[src/rtl/ddpt_pkg.sv]
// ----------------------------------------------------------------------------
// ddpt_pkg: shared types and microcode for the tag tracking drive controller
// Holds the opcode and register index codes, the control word layout, the
// interface structs between sequencer and datapath, and the microcode table.
// ----------------------------------------------------------------------------
`default_nettype none

package ddpt_pkg;

    localparam int DATA_W    = 32;
    localparam int PWM_W     = 18;
    localparam int LIMIT_W   = 17;
    localparam int CFG_ADDR_W = 3;
    localparam int STEP_W    = 4;

    localparam logic [1:0] OPC_VEL  = 2'd0;
    localparam logic [1:0] OPC_TAG  = 2'd1;
    localparam logic [1:0] OPC_TICK = 2'd2;

    localparam logic [CFG_ADDR_W-1:0] CFG_MODE     = 3'd0;
    localparam logic [CFG_ADDR_W-1:0] CFG_LIN_KP   = 3'd1;
    localparam logic [CFG_ADDR_W-1:0] CFG_LIN_KI   = 3'd2;
    localparam logic [CFG_ADDR_W-1:0] CFG_ANG_KP   = 3'd3;
    localparam logic [CFG_ADDR_W-1:0] CFG_ANG_KI   = 3'd4;
    localparam logic [CFG_ADDR_W-1:0] CFG_PWM_LIM  = 3'd5;
    localparam logic [CFG_ADDR_W-1:0] CFG_TAG_LIN  = 3'd6;
    localparam logic [CFG_ADDR_W-1:0] CFG_TAG_ANG  = 3'd7;

    typedef logic [STEP_W-1:0] step_t;

    typedef enum logic [0:0] {
        SEQ_IDLE,
        SEQ_RUN
    } seq_state_t;

    typedef enum logic [1:0] {
        C_NONE,
        C_MODE0,
        C_FRESH,
        C_RUN
    } cond_t;

    typedef enum logic [3:0] {
        OP_NOP,
        OP_LOST,
        OP_ERR_TAG,
        OP_TGT_LIN,
        OP_TGT_ANG,
        OP_STOPPED,
        OP_ERR_VEL,
        OP_INTEG,
        OP_EMIT
    } dop_t;

    typedef enum logic [2:0] {
        M_NONE,
        M_TLIN,
        M_TANG,
        M_LKP,
        M_LKI,
        M_AKP,
        M_AKI
    } msel_t;

    typedef enum logic [1:0] {
        ACC_HOLD,
        ACC_LOAD,
        ACC_ADD,
        ACC_SWAP
    } acc_t;

    typedef struct packed {
        cond_t cond;
        step_t target;
        dop_t  op;
        msel_t mul;
        acc_t  acc;
        logic  emit;
        logic  fin;
    } uword_t;

    typedef struct packed {
        logic   active;
        uword_t word;
    } ctrl_t;

    typedef struct packed {
        logic mode0;
        logic fresh;
        logic run;
    } status_t;

    typedef struct packed {
        logic                      mode;
        logic signed [DATA_W-1:0]  lin_kp;
        logic signed [DATA_W-1:0]  lin_ki;
        logic signed [DATA_W-1:0]  ang_kp;
        logic signed [DATA_W-1:0]  ang_ki;
        logic [LIMIT_W-1:0]        pwm_limit;
        logic signed [DATA_W-1:0]  tag_lin_gain;
        logic signed [DATA_W-1:0]  tag_ang_gain;
    } cfg_t;

    typedef struct packed {
        logic [1:0]                opcode;
        logic [DATA_W-1:0]         time_us;
        logic signed [DATA_W-1:0]  cmd_lin;
        logic signed [DATA_W-1:0]  cmd_ang;
        logic                      stop_req;
        logic signed [DATA_W-1:0]  tag_off_x;
        logic signed [DATA_W-1:0]  tag_off_y;
        logic signed [DATA_W-1:0]  tag_goal_x;
        logic signed [DATA_W-1:0]  tag_goal_y;
        logic signed [DATA_W-1:0]  meas_lin;
        logic signed [DATA_W-1:0]  meas_ang;
    } in_t;

    typedef struct packed {
        logic signed [PWM_W-1:0] pwm_right;
        logic signed [PWM_W-1:0] pwm_left;
        logic                    tag_lost;
        logic                    stopped;
    } res_t;

    // Tick program. Tag mode runs the stale check and target update first, then
    // unless the tag is stale both modes share the PI section from the stop check.
    function automatic uword_t ucode(input step_t s);
        uword_t w;
        w = '{cond: C_NONE, target: '0, op: OP_NOP, mul: M_NONE,
              acc: ACC_HOLD, emit: 1'b0, fin: 1'b0};
        case (s)
            4'd0: begin
                w.cond = C_MODE0;
                w.target = 4'd7;
            end
            4'd1: begin
                w.cond = C_FRESH;
                w.target = 4'd3;
            end
            4'd2: begin
                w.op = OP_LOST;
                w.emit = 1'b1;
                w.fin = 1'b1;
            end
            4'd3: begin
                w.op = OP_ERR_TAG;
            end
            4'd4: begin
                w.mul = M_TLIN;
            end
            4'd5: begin
                w.op = OP_TGT_LIN;
                w.mul = M_TANG;
            end
            4'd6: begin
                w.op = OP_TGT_ANG;
            end
            4'd7: begin
                w.cond = C_RUN;
                w.target = 4'd9;
            end
            4'd8: begin
                w.op = OP_STOPPED;
                w.emit = 1'b1;
                w.fin = 1'b1;
            end
            4'd9: begin
                w.op = OP_ERR_VEL;
            end
            4'd10: begin
                w.op = OP_INTEG;
                w.mul = M_LKP;
            end
            4'd11: begin
                w.acc = ACC_LOAD;
                w.mul = M_LKI;
            end
            4'd12: begin
                w.acc = ACC_ADD;
                w.mul = M_AKP;
            end
            4'd13: begin
                w.acc = ACC_SWAP;
                w.mul = M_AKI;
            end
            4'd14: begin
                w.acc = ACC_ADD;
            end
            4'd15: begin
                w.op = OP_EMIT;
                w.emit = 1'b1;
                w.fin = 1'b1;
            end
            default: begin
                w.fin = 1'b1;
            end
        endcase
        return w;
    endfunction

endpackage

`default_nettype wire

[src/rtl/ddpt_sequencer.sv]
// ----------------------------------------------------------------------------
// ddpt_sequencer: microcode step counter
// Walks the tick program one control word per cycle, takes conditional jumps
// on datapath status and holds on a result step while the output is full.
// ----------------------------------------------------------------------------
`default_nettype none

module ddpt_sequencer (
    input  wire logic              aclk,
    input  wire logic              aresetn,
    input  wire logic              start,
    input  wire logic              out_busy,
    input  wire ddpt_pkg::status_t stat,
    output ddpt_pkg::ctrl_t        ctrl,
    output logic                   busy
);

    ddpt_pkg::seq_state_t state_reg, state_next;
    ddpt_pkg::step_t      step_reg, step_next;
    ddpt_pkg::uword_t     word;
    logic                 stall;
    logic                 take;

    always_ff @(posedge aclk) begin
        if (!aresetn) begin
            state_reg <= ddpt_pkg::SEQ_IDLE;
            step_reg  <= '0;
        end else begin
            state_reg <= state_next;
            step_reg  <= step_next;
        end
    end

    always_comb begin
        word  = ddpt_pkg::ucode(step_reg);
        stall = word.emit && out_busy;
        case (word.cond)
            ddpt_pkg::C_MODE0: take = stat.mode0;
            ddpt_pkg::C_FRESH: take = stat.fresh;
            ddpt_pkg::C_RUN:   take = stat.run;
            default:           take = 1'b0;
        endcase

        state_next = state_reg;
        step_next  = step_reg;
        case (state_reg)
            ddpt_pkg::SEQ_IDLE: begin
                if (start) begin
                    state_next = ddpt_pkg::SEQ_RUN;
                    step_next  = '0;
                end
            end
            ddpt_pkg::SEQ_RUN: begin
                if (!stall) begin
                    if (take) begin
                        step_next = word.target;
                    end else if (word.fin) begin
                        state_next = ddpt_pkg::SEQ_IDLE;
                    end else begin
                        step_next = step_reg + ddpt_pkg::step_t'(1);
                    end
                end
            end
            default: begin
                state_next = ddpt_pkg::SEQ_IDLE;
            end
        endcase

        ctrl.active = (state_reg == ddpt_pkg::SEQ_RUN) && !stall;
        ctrl.word   = word;
        busy        = (state_reg != ddpt_pkg::SEQ_IDLE);
    end

endmodule

`default_nettype wire

[config.mk]
export PLATFORM = sky130hd
export DESIGN_NAME = ddpt_sequencer
export DESIGN_NICKNAME = d
export VERILOG_FILES = /design/src/rtl/ddpt_pkg.sv /design/src/rtl/ddpt_sequencer.sv
export SDC_FILE = /design/constraint.sdc
export NUM_CORES = 1
export LEC_CHECK = 0
export ABC_AREA = 1
export BUFFER_PORTS_ARGS = -buffer_cell sky130_fd_sc_hd__clkbuf_2
export CORE_MARGIN = 5
export CORE_UTILIZATION = 35
export CTS_CLUSTER_SIZE = 24
export DETAILED_ROUTE_END_ITERATION = 6
export PLACE_DENSITY_LB_ADDON = 0.25
export SETUP_SLACK_MARGIN = 0.3
export SLEW_MARGIN = 30
export SYNTH_ARGS = -nofsm -noshare
export SYNTH_HDL_FRONTEND = slang
export SYNTH_SLANG_ARGS = --single-unit
[constraint.sdc]
create_clock -name aclk -period 1.6 [get_ports aclk]
set_input_delay 0.24 -clock aclk [delete_from_list [all_inputs] [get_ports aclk]]
set_output_delay 0.24 -clock aclk [all_outputs]
set_load 0.01 [all_outputs]
==> results of run 1 <==
==> cells in the mapped netlist <==
cell type	number	area, um2
ha_1	4	50.05
buf_6	1	11.26
nor2_1	5	18.77
clkinv_2	1	5.000
xor2_1	1	8.760
nand3_4	4	70.07
o211ai_1	1	7.510
nand2_1	23	86.33
buf_4	2	15.01
inv_1	13	48.80
o21ai_0	4	20.02
nor2_2	2	12.51
inv_4	2	12.51
a21oi_1	4	20.02
nand3_1	7	35.03
o21ai_1	1	5.000
or2_2	1	6.260
o22ai_1	2	12.51
inv_2	3	11.26
nand4_4	1	21.27
nand4_1	1	6.260
xnor2_1	1	8.760
dfxtp_1	5	100.1
nor3_1	1	5.000
nand2_2	8	50.05
nand3_2	5	50.05
==> layer usage <==
| layer | global-route usage [%] | vias to the layer above | share of wire (%) |
|---|---|---|---|
| met5 | 0 | - | 0 |
| met4 | 4.979 | 0 | 1.8 |
| met3 | 1.635 | 4 | 5.6 |
| met2 | 26.77 | 23 | 55 |
| met1 | 15.78 | 370 | 38 |
| li1 | - | 411 | - |
==> kinds of logic (layout without fill, tap and decap cells) <==
kind of cell,after synthesis,in the layout,share of synthesized area [%]
and+or+nand+nor,58,58,51.79
buffers and inverters,22,61,14.87
AOI/OAI and AO/OA,12,12,9.319
DFF,5,5,14.34
adders and majority gates,4,4,7.169
xor gates and xnor gates,2,2,2.509
==> area by class of cell <==
type / count / share of cell area [%]
well taps: 27 / 2.903
multi-input cells: 76 / 55.05
clock buffers: 4 / 2.258
inverters: 19 / 7.204
flip-flops and latches: 5 / 9.570
repair buffers: 38 / 23.01
==> power by group through the flow <==
stage	sequential [W]	clock, W	combinational [W]
after floorplan	0.000152	0	0.000215
after global placement	0.000153	0	0.000295
after detailed placement	0.000153	0	0.000296
after CTS	0.000147	0.000153	0.000331
after global routing	0.000148	0.000159	0.000407
final	0.000147	0.000149	0.000373
==> worst max-delay path: stages, from the launching register on <==
cell     delay, ns
dfxtp_4       0.37
buf_6         0.12
ha_4          0.17
nand2_4       0.07
nand3_4       0.08
nand2_4       0.08
inv_4         0.04
nor2_4        0.08
buf_6         0.11
==> timing repair <==
action	CTS	global route
gates cloned	0	0
setup buffers	8	3
pin swaps	7	5
endpoints found under the setup margin	23	23
resized for setup	7	26
==> through the flow <==
step                setup TNS [ns]  area [um2]  total power (W)
CTS                              0        1059        0.0006309
detailed placement               0       953.4        0.0004489
finish                   -0.002207        1164        0.0006686
floorplan                        0       797.0        0.0003666
global placement                 0       953.4        0.0004479
global route               -0.5367        1164        0.0007145
==> worst max path at each step <==
| stage | depth (start not counted) | slack (ns) | start | end |
|---|---|---|---|---|
| finish | 8 | -0.002 | step_reg[1] | ctrl[17] |
| global route | 11 | -0.09 | step_reg[2] | step_reg[0] |
| CTS | 8 | 0.02 | step_reg[0] | ctrl[17] |
| detailed placement | 11 | 0.11 | step_reg[3] | step_reg[2] |
| global placement | 11 | 0.14 | step_reg[1] | step_reg[2] |
| floorplan | 11 | 0.22 | step_reg[0] | step_reg[0] |
==> summary.md, run 1 <==
| Metric | Value |
|---|---|
| Int Pwr | ~0.00039 W |
| Worst Path Arrival | 1.36 ns |
| Power per cell area | 574.6 mW/mm2 |
| Clk network pwr share | between 20% and 30% |
| Violated checks | setup timing |
| Largest register FFs | 4 |
| FF-to-FF path depth | 12 |
| Die Y-Extent | 54.66 um |
| CTS tree | yes |
| Synth Warn # | 0 |
| H-tree depth | 1 |
| Psw | 0.0002775 W |
| Commonest non-fill, non-tap cell in the layout | nand2_1 |
| Minimum clock period | between 1.5 and 2 ns |
| FF+latch count, synth | 5 |
| Final period util | 100.1% |
| Avg WL per Cell | around 11 um |
| Starting Density | 36.33% |
| Status | complete, but fails checks |
| Synth Instances | 103 |
| Setup slack, reg-to-reg | 0.02 ns |
| Core Box Area | between 0.0015 and 0.002 mm2 |
| Syn avg cell area | 6.778 um2 |
| Element type at the critical path start | flip-flop |
| Grt total ovfl | 0 |
| Tightest Hold Check Type | in -> reg |
| Clock sinks | 5 |
| FILL cells | between 150 and 200 |
| CTS Root Cell | clkbuf_4 |
| Sw frac | ~42% |
| Relative slew slack | 84.77% |
| FF+latch area | 111.4 um2 |
| Number of DRC markers in iteration 0 | 12 |
| I/O Buffers | 25 |
| Gpl congestion | 0.7736 |
| Worst-margin pin slew | about 0.23 ns |
| Gate power share | 55.8% |
| Vias in the first global route | 744 |
| Routed vias | between 800 and 900 |
| Final Non-Filler Cells | 169 |
| P&R area growth vs syn | 66.67% |
| # DRC | 0 |
| Final nets | 154 |
| Die Area | around 0.0030 mm2 |
| Setup CP Type | reg -> out |
| # diodes | 0 |
| Hold path startpoint | aresetn |
| Cell Area, Synth | 698.2 um2 |
| First-pass DRT Iterations | 4 |
| Post-Route WL | just under 2000 um |
| Initial antenna violation count | 0 |
| Max Clock Skew | 0.0001406 ns |
| Leak Pwr | 0.5481 nW |
| Final Setup Violations | 1 |
| Placed wire-length estimate | 1411 um |
| Clock buffer depth | 2 |
| Place WS | ~0.11 ns |
| GRT Util Overall | between 10% and 20% |
| Num ports | 26 |
| End-of-flow core utilization | 60.55% |
| Largest net degree at the start of global routing | 12 |
| Max Freq | 624.1 MHz |
| RSZ-0062 raised after global routing | yes |
| Seq/Total Area, Yosys | 14.34% |
| Hold WS | 0.2214 ns |
| Hold EP | step_reg[2] |
| Synth cell types | 26 |
| Area of the multi-input gates | 640.6 um2 |
| CP Data Required Time | 1.36 ns |
| Worst VDD drop | 0.3423 mV |
| Commonest cells after routing, fill and taps aside | nand2_1 (20), clkbuf_2 (17), buf_4 (10) |
| Critical R2R Launch | step_reg[0] |
| Hold Crit Depth | 3 |
| Number of buffers created by CTS | 3 |
| Syn nets | 114 |
| Hold_buf cts | 0 |
| CTS clk-pin slew, worst paths | 0.04 ns |
| Die W | between 50 and 60 um |
| Final hold vios | 0 |
| DRT antenna net count | 0 |
| Reg power frac | 22.0% |
| Final WS setup | -0.002207 ns |
| First-pass GRT wire length | 3105 um |
| Pins Over Slew Limit | 0 |
| Clk_lat worst skew | roughly 0.24 ns |
| Crit Reg-Reg Endpoint | step_reg[0] |
| Via/cell ratio | 4.781 |
| Dpl cells | 154 |
| Share of cells above drive strength 1 | 61.27% |
| CP Capture Type | output pin |
| Number of max-cap violations | 0 |
| Crit Path Max Fanout | 5 |
| Row count | 16 |
No activity file was read; power rests on OpenSTA's default activity.
==> inputs of run 2 (changes only) <==
- clock period: 1.6 -> 1.32 ns (I/O delays scaled with it)
==> run 2 against run 1 <==
Compared with the run above: the flow still finishes with violations (setup timing); largest power group unchanged; global-route usage up 2.0 points; cell area rose by 18%; sequential cell count unchanged; via count is 5.9% higher; clock skew barely moved; highest routed layer unchanged; critical path type unchanged; first-iteration DRC count is 33% higher; register-to-register slack got worse by 0.24 ns.
==> summary.md, run 2 (synthesis gave the netlist of run 1 again) <==
| Metric | Value |
|---|---|
| I/O Buffers | 25 (unchanged) |
| Worst path bufs/invs | 3 (unchanged) |
| Worst Path Arrival | 1.37 ns (about the same) |
| Hold WS | 0.2022 ns (-0.01917 ns) |
| Clock buffer depth | 2 (unchanged) |
| Die W | 54.66 um (unchanged) |
| Leak Pwr | 0.6637 nW (+21%) |
| Sequence of cells on the critical path | inv_4 -> ha_4 -> nand3_4 -> nand3_4 -> nand2_4 -> inv_4 -> nor2_4 -> buf_6 |
| Fin area | 0.001374 mm2 (+18%) |
| Slowest cell on crit path | dfxtp_4 |
| FF-to-FF path depth | 13 (+1) |
| Hold Crit Depth | 3 (unchanged) |
| Pins Over Slew Limit | 0 (unchanged) |
| Hold path startpoint | aresetn |
| CP Data Required Time | 1.12 ns (-0.24 ns) |
| CP peak stage delay | 0.39 ns (+0.02 ns) |
| Clk_lat worst skew | 0.25 ns (about the same) |
| GRT Util Overall | 16.15% (+2.0 points) |
| H-tree depth | 1 (unchanged) |
| CP Capture Type | output pin |
| Placed wire-length estimate | 1658 um (+18%) |
| Core Box Area | 0.001922 mm2 (unchanged) |
| Worst-margin pin slew | 0.1955 ns (-0.03240 ns) |
| Share of cells above drive strength 1 | 74.52% (+13 points) |
| First-pass DRT Iterations | 4 (unchanged) |
| Row count | 16 (unchanged) |
| Number of DRC markers in iteration 0 | 16 (+4) |
| Routed vias | 856 (+5.9%) |
| Avg WL per Cell | 12.22 um (+7.3%) |
| Minimum clock period | 1.565 ns |
| Final Setup Violations | 23 (+22) |
| Initial antenna violation count | 0 (unchanged) |
| Crit Path Max Fanout | 5 (unchanged) |
| Gate power share | 57.8% (+2.0 points) |
| Int Pwr | 0.0005137 W (+31%) |
| Worst VDD drop | 0.6769 mV (+98%) |
| Final WS setup | -0.2452 ns (-0.2430 ns) |
| Num ports | 26 (unchanged) |
| Largest register FFs | 4 (unchanged) |
| # diodes | 0 (unchanged) |
| Commonest cells after routing, fill and taps aside | buf_4 (18), nand2_1 (16), buf_6 (16) |
| Element type at the critical path start | flip-flop |
| Power per cell area | 638.3 mW/mm2 (+11%) |
| Grt total ovfl | 0 (unchanged) |
| FILL cells | 153 (-8.9%) |
| Clk network pwr share | 21.3% (-1.0 points) |
| Post-Route WL | 2248 um (+17%) |
| Area of the multi-input gates | 688.2 um2 (+7.4%) |
| Crit Reg-Reg Endpoint | step_reg[2] |
| Via/cell ratio | 4.652 (-2.7%) |
| First-pass GRT wire length | 3567 um (+15%) |
| P&R area growth vs syn | 96.77% |
| Cell Area, Placed | 0.001102 mm2 (+16%) |
| Die Y-Extent | 54.66 um (unchanged) |
| RSZ-0062 raised after global routing | yes |
| Final period util | 118.6% |
| DRT antenna net count | 0 (unchanged) |
| Tightest Hold Check Type | in -> reg |
| Sw frac | 41.42% (-0.081 points) |
| Setup CP Type | reg -> out |
| Worst path top cell family by delay | flip-flops |
| Clock sinks | 5 (unchanged) |
| Commonest non-fill, non-tap cell in the layout | buf_4 |
| Psw | 0.0003632 W (+31%) |
| Final hold vios | 0 (unchanged) |
| Number of max-cap violations | 0 (unchanged) |
| Violated checks | setup timing |
| Die Area | 0.002988 mm2 (unchanged) |
| Status | complete, but fails checks |
| CTS clk-pin slew, worst paths | 0.05 ns (about the same) |
| Gpl congestion | 0.7357 (-4.9%) |
| # DRC | 0 (unchanged) |
| Starting Density | 36.33% (unchanged) |
| Vias in the first global route | 803 (+7.9%) |
| Place WS | -0.1793 ns (-0.2856 ns) |
| Max Clock Skew | 0.0004421 ns (+0.0003015 ns) |
| Setup slack, reg-to-reg | -0.22 ns (-0.24 ns) |
| Hold EP | step_reg[2] |
| Largest net degree at the start of global routing | 8 (-4) |
| Number of buffers created by CTS | 3 (unchanged) |
| Max Freq | around 640 MHz |
| Dpl cells | 172 (+12%) |
| FF+latch area | 113.9 um2 (+2.2%) |
| Critical R2R Launch | step_reg[1] |
| Final Non-Filler Cells | 184 (+8.9%) |
| Final nets | 169 (+9.7%) |
| CTS tree | yes |
| CTS Root Cell | clkbuf_4 |
| Relative slew slack | 86.94% (+2.2 points) |
| Reg power frac | 21.0% (-1.0 points) |
==> run 2: final cells by class <==
class | instances | share of cell area (%)
inverter | 19 | 6.648
timing repair buffer | 53 | 30.60
clock buffer | 4 | 1.913
tap | 27 | 2.459
sequential | 5 | 8.288
multi-input combinational | 76 | 50.09
==> run 2: worst register-to-register path: stages, from the launching register on <==
cell,delay (ns)
dfxtp_4,0.37
inv_4,0.08
ha_4,0.19
nand3_4,0.09
nand3_4,0.11
buf_6,0.11
nand2_2,0.04
inv_2,0.06
nand3_4,0.08
nand3_4,0.11
inv_2,0.04
nand2_1,0.05
inv_1,0.04
nor2_1,0.11
==> run 2: repair_timing <==
action,4_1_cts,5_1_grt
gates resized for setup,27,34
setup buffers,5,3
pin swaps,10,14
hold endpoints to repair,0,0
hold buffers,0,0
setup endpoints to repair,24,23
gates cloned,0,0
==> run 2: power groups by stage <==
| stage | combinational [W] | sequential [W] | clock [W] |
|---|---|---|---|
| 6_report | 0.000507 | 0.000184 | 0.000186 |
| 5_1_grt | 0.000549 | 0.000187 | 0.000192 |
| 4_1_cts | 0.000458 | 0.000184 | 0.000185 |
| 3_5_place_dp | 0.000406 | 0.000185 | 0 |
| 3_3_place_gp | 0.000402 | 0.000186 | 0 |
| 2_1_floorplan | 0.000272 | 0.000184 | 0 |
==> run 2: stage by stage <==
stage               setup TNS [ns]  utilization, %   power, W
finish                      -4.070           71.48  0.0008769
global route                -5.513           71.48  0.0009278
CTS                         -4.171           65.30  0.0008275
detailed placement         -0.9278           57.36  0.0005916
global placement           -0.8619           57.36  0.0005884
floorplan                  -0.1840               -  0.0004556
==> run 2: worst max-delay path by stage <==
| stage | start | to | depth (start not counted) |
|---|---|---|---|
| floorplan | step_reg[0] | step_reg[0] | 11 |
| global placement | step_reg[2] | step_reg[3] | 9 |
| detailed placement | step_reg[1] | step_reg[2] | 12 |
| CTS | step_reg[0] | ctrl[17] | 8 |
| global route | step_reg[3] | step_reg[2] | 13 |
| finish | step_reg[1] | ctrl[17] | 8 |
==> run 2: routing by layer <==
| metal | track usage (%) | share of wire (%) | vias to the layer above |
|---|---|---|---|
| li1 | - | - | 441 |
| met1 | 20.36 | 41 | 394 |
| met2 | 28.94 | 55 | 17 |
| met3 | 1.635 | 3.1 | 4 |
| met4 | 3.734 | 1.0 | 0 |
| met5 | 0 | 0 | - |
==> inputs of run 3 (changes only) <==
- BUFFER_PORTS_ARGS: -buffer_cell sky130_fd_sc_hd__clkbuf_2 -> default
- DONT_BUFFER_PORTS: default -> 1
==> run 3 against run 2 <==
Compared with the run above: the run still ends with setup timing left; critical path depth is 2 lower; cell count is 8.2% lower; clock skew is 0.0042 ns higher; worst setup slack better by 0.014 ns; worst hold slack worse by 0.12 ns; sequential share of layout area hardly changed; combinational power is 4.9% higher; fmax is 0.90% higher; first-iteration DRC count is 6.3% lower; total power is 2.5% higher; wire length is 1.6% lower.
==> summary.md, run 3 (synthesis gave the netlist of run 1 again) <==
| Metric | Value |
|---|---|
| Setup CP Type | reg -> out |
| Starting Density | 36.33% (unchanged) |
| Avg WL per Cell | 13.09 um (+7.2%) |
| Number of buffers created by CTS | 3 (unchanged) |
| Clock sinks | 5 (unchanged) |
| # diodes | 0 (unchanged) |
| Number of max-cap violations | 0 (unchanged) |
| Sw frac | 40.89% (-0.53 points) |
| Psw | 0.0003675 W (+1.2%) |
| Initial antenna violation count | 0 (unchanged) |
| Placed wire-length estimate | 1611 um (-2.8%) |
| Num ports | 26 (unchanged) |
| Final WS setup | -0.2312 ns (+0.01400 ns) |
| CTS Root Cell | clkbuf_4 |
| Power per cell area | 681.5 mW/mm2 (+6.8%) |
| GRT Util Overall | 15.42% (-0.73 points) |
| Worst Path Arrival | 1.35 ns (-0.02 ns) |
| Final nets | 154 (-8.9%) |
| Number of DRC markers in iteration 0 | 15 (-1) |
| Routed vias | 814 (-4.9%) |
| Pins Over Slew Limit | 0 (unchanged) |
| Clk network pwr share | 20.3% (-1.0 points) |
| Die Y-Extent | 54.66 um (unchanged) |
| Tightest Hold Check Type | in -> reg |
| Largest register FFs | 4 (unchanged) |
| Int Pwr | 0.0005312 W (+3.4%) |
| Commonest cells after routing, fill and taps aside | buf_4 (25), nand2_1 (17), buf_6 (12) |
| End-of-flow core utilization | 68.62% (-2.9 points) |
| Max Freq | 644.7 MHz (+0.90%) |
| Largest net degree at the start of global routing | 8 (unchanged) |
| Worst-margin pin slew | 0.3076 ns (+0.1121 ns) |
| Gate power share | 59.2% (+1.4 points) |
| CTS clk-pin slew, worst paths | 0.05 ns (about the same) |
| Hold_buf cts | 0 (unchanged) |
| Element type at the critical path start | flip-flop |
| Fin area | 0.001319 mm2 (-4.0%) |
| DRT antenna net count | 0 (unchanged) |
| Core Box Area | 0.001922 mm2 (unchanged) |
| First-pass GRT wire length | 3443 um (-3.5%) |
| Worst VDD drop | 0.4820 mV (-29%) |
| # DRC | 0 (unchanged) |
| Post-Route WL | 2213 um (-1.6%) |
| Grt total ovfl | 0 (unchanged) |
| Relative slew slack | 79.40% (-7.5 points) |
| Share of cells above drive strength 1 | 71.83% (-2.7 points) |
| Row count | 16 (unchanged) |
| Die Area | 0.002988 mm2 (unchanged) |
| Gpl congestion | 0.7695 (+4.6%) |
| RSZ-0062 raised after global routing | yes |
| Final period util | 117.5% (-1.1 points) |
| CP Data Required Time | 1.12 ns (about the same) |
| CP Capture Type | output pin |
| Max Clock Skew | 0.004592 ns (+0.004150 ns) |
| Leak Pwr | 0.5930 nW (-11%) |
| Crit Path Max Fanout | 4 (-1) |
| Commonest non-fill, non-tap cell in the layout | buf_4 |
| Clk_lat worst skew | 0.24 ns (about the same) |
| Cell Area, Placed | 0.001072 mm2 (-2.7%) |
| Vias in the first global route | 777 (-3.2%) |
| P&R area growth vs syn | 88.89% |
| Minimum clock period | 1.551 ns (-0.01400 ns) |
| CTS tree | yes |
| Final hold vios | 0 (unchanged) |
| FILL cells | 161 (+5.2%) |
| Final Setup Violations | 23 (unchanged) |
| H-tree depth | 1 (unchanged) |
| Reg power frac | 20.5% (-0.5 points) |
| I/O Buffers | 0 (-100%) |
| Clock buffer depth | 2 (unchanged) |
| Via/cell ratio | 4.817 (+3.5%) |
| Die W | 54.66 um (unchanged) |
| First-pass DRT Iterations | 4 (unchanged) |
| Status | complete, but fails checks |
| Violated checks | setup timing |
[run 3: worst paths after layout]
kind	startpoint	depth (start not counted)	slack, ns	to
worst min register to register	busy	2	0.63	busy
worst max-delay path	step_reg[0]	6	-0.23	ctrl[11]
worst min-delay path	aresetn	2	0.08	step_reg[2]
worst max register to register	step_reg[0]	12	-0.17	step_reg[3]
[run 3: critical path, stage by stage, from the launching register on]
cell,delay (ns)
dfxtp_4,0.40
inv_4,0.06
ha_4,0.18
buf_6,0.13
nor2_4,0.14
o21ai_2,0.07
buf_4,0.14
[run 3: power groups by stage]
stage / registers, W / logic [W] / clock network, W
final: 0.000184 / 0.000532 / 0.000182
after global routing: 0.000186 / 0.000574 / 0.000194
after CTS: 0.000184 / 0.000491 / 0.000178
after detailed placement: 0.000185 / 0.000409 / 0
after global placement: 0.000185 / 0.000408 / 0
after floorplan: 0.000184 / 0.000272 / 0
[run 3: area by class of cell]
type | instances | area [um2] | share of cell area (%)
multi-input combinational | 76 | 715.7 | 54.27
timing repair buffer | 38 | 342.8 | 26.00
sequential | 5 | 108.9 | 8.254
inverter | 19 | 91.34 | 6.926
tap | 27 | 33.78 | 2.562
clock buffer | 4 | 26.28 | 1.992
[run 3: timing repair]
action                                  4_1_cts  5_1_grt
buffers inserted                              4        3
endpoints found under the setup margin       23       23
pin swaps                                    18       10
resized for setup                            37       10
[run 3: metal layers]
| layer | global-route usage (%) | share of wire (%) | wire length [um] | vias up |
|---|---|---|---|---|
| met4 | 2.075 | 0 | 0 | 0 |
| met5 | 0 | 0 | 0 | - |
| met1 | 19.06 | 42 | 930 | 381 |
| li1 | - | - | - | 409 |
| met3 | 1.635 | 3.3 | 73 | 0 |
| met2 | 28.74 | 55 | 1209 | 24 |
[run 3: per-stage QoR]
stage	setup WS, ns	setup TNS [ns]	std cells	total power, W	hold slack, ns
3_3_place_gp	-0.1661	-0.6502	158	0.0005924	0.3282
4_1_cts	-0.2244	-3.419	166	0.0008528	0.08510
6_report	-0.2312	-3.629	169	0.0008988	0.07981
3_5_place_dp	-0.1475	-0.7606	158	0.0005940	0.3316
5_1_grt	-0.2856	-4.904	169	0.0009537	0.09444
2_1_floorplan	-0.05581	-0.1840	103	0.0004556	0.3220
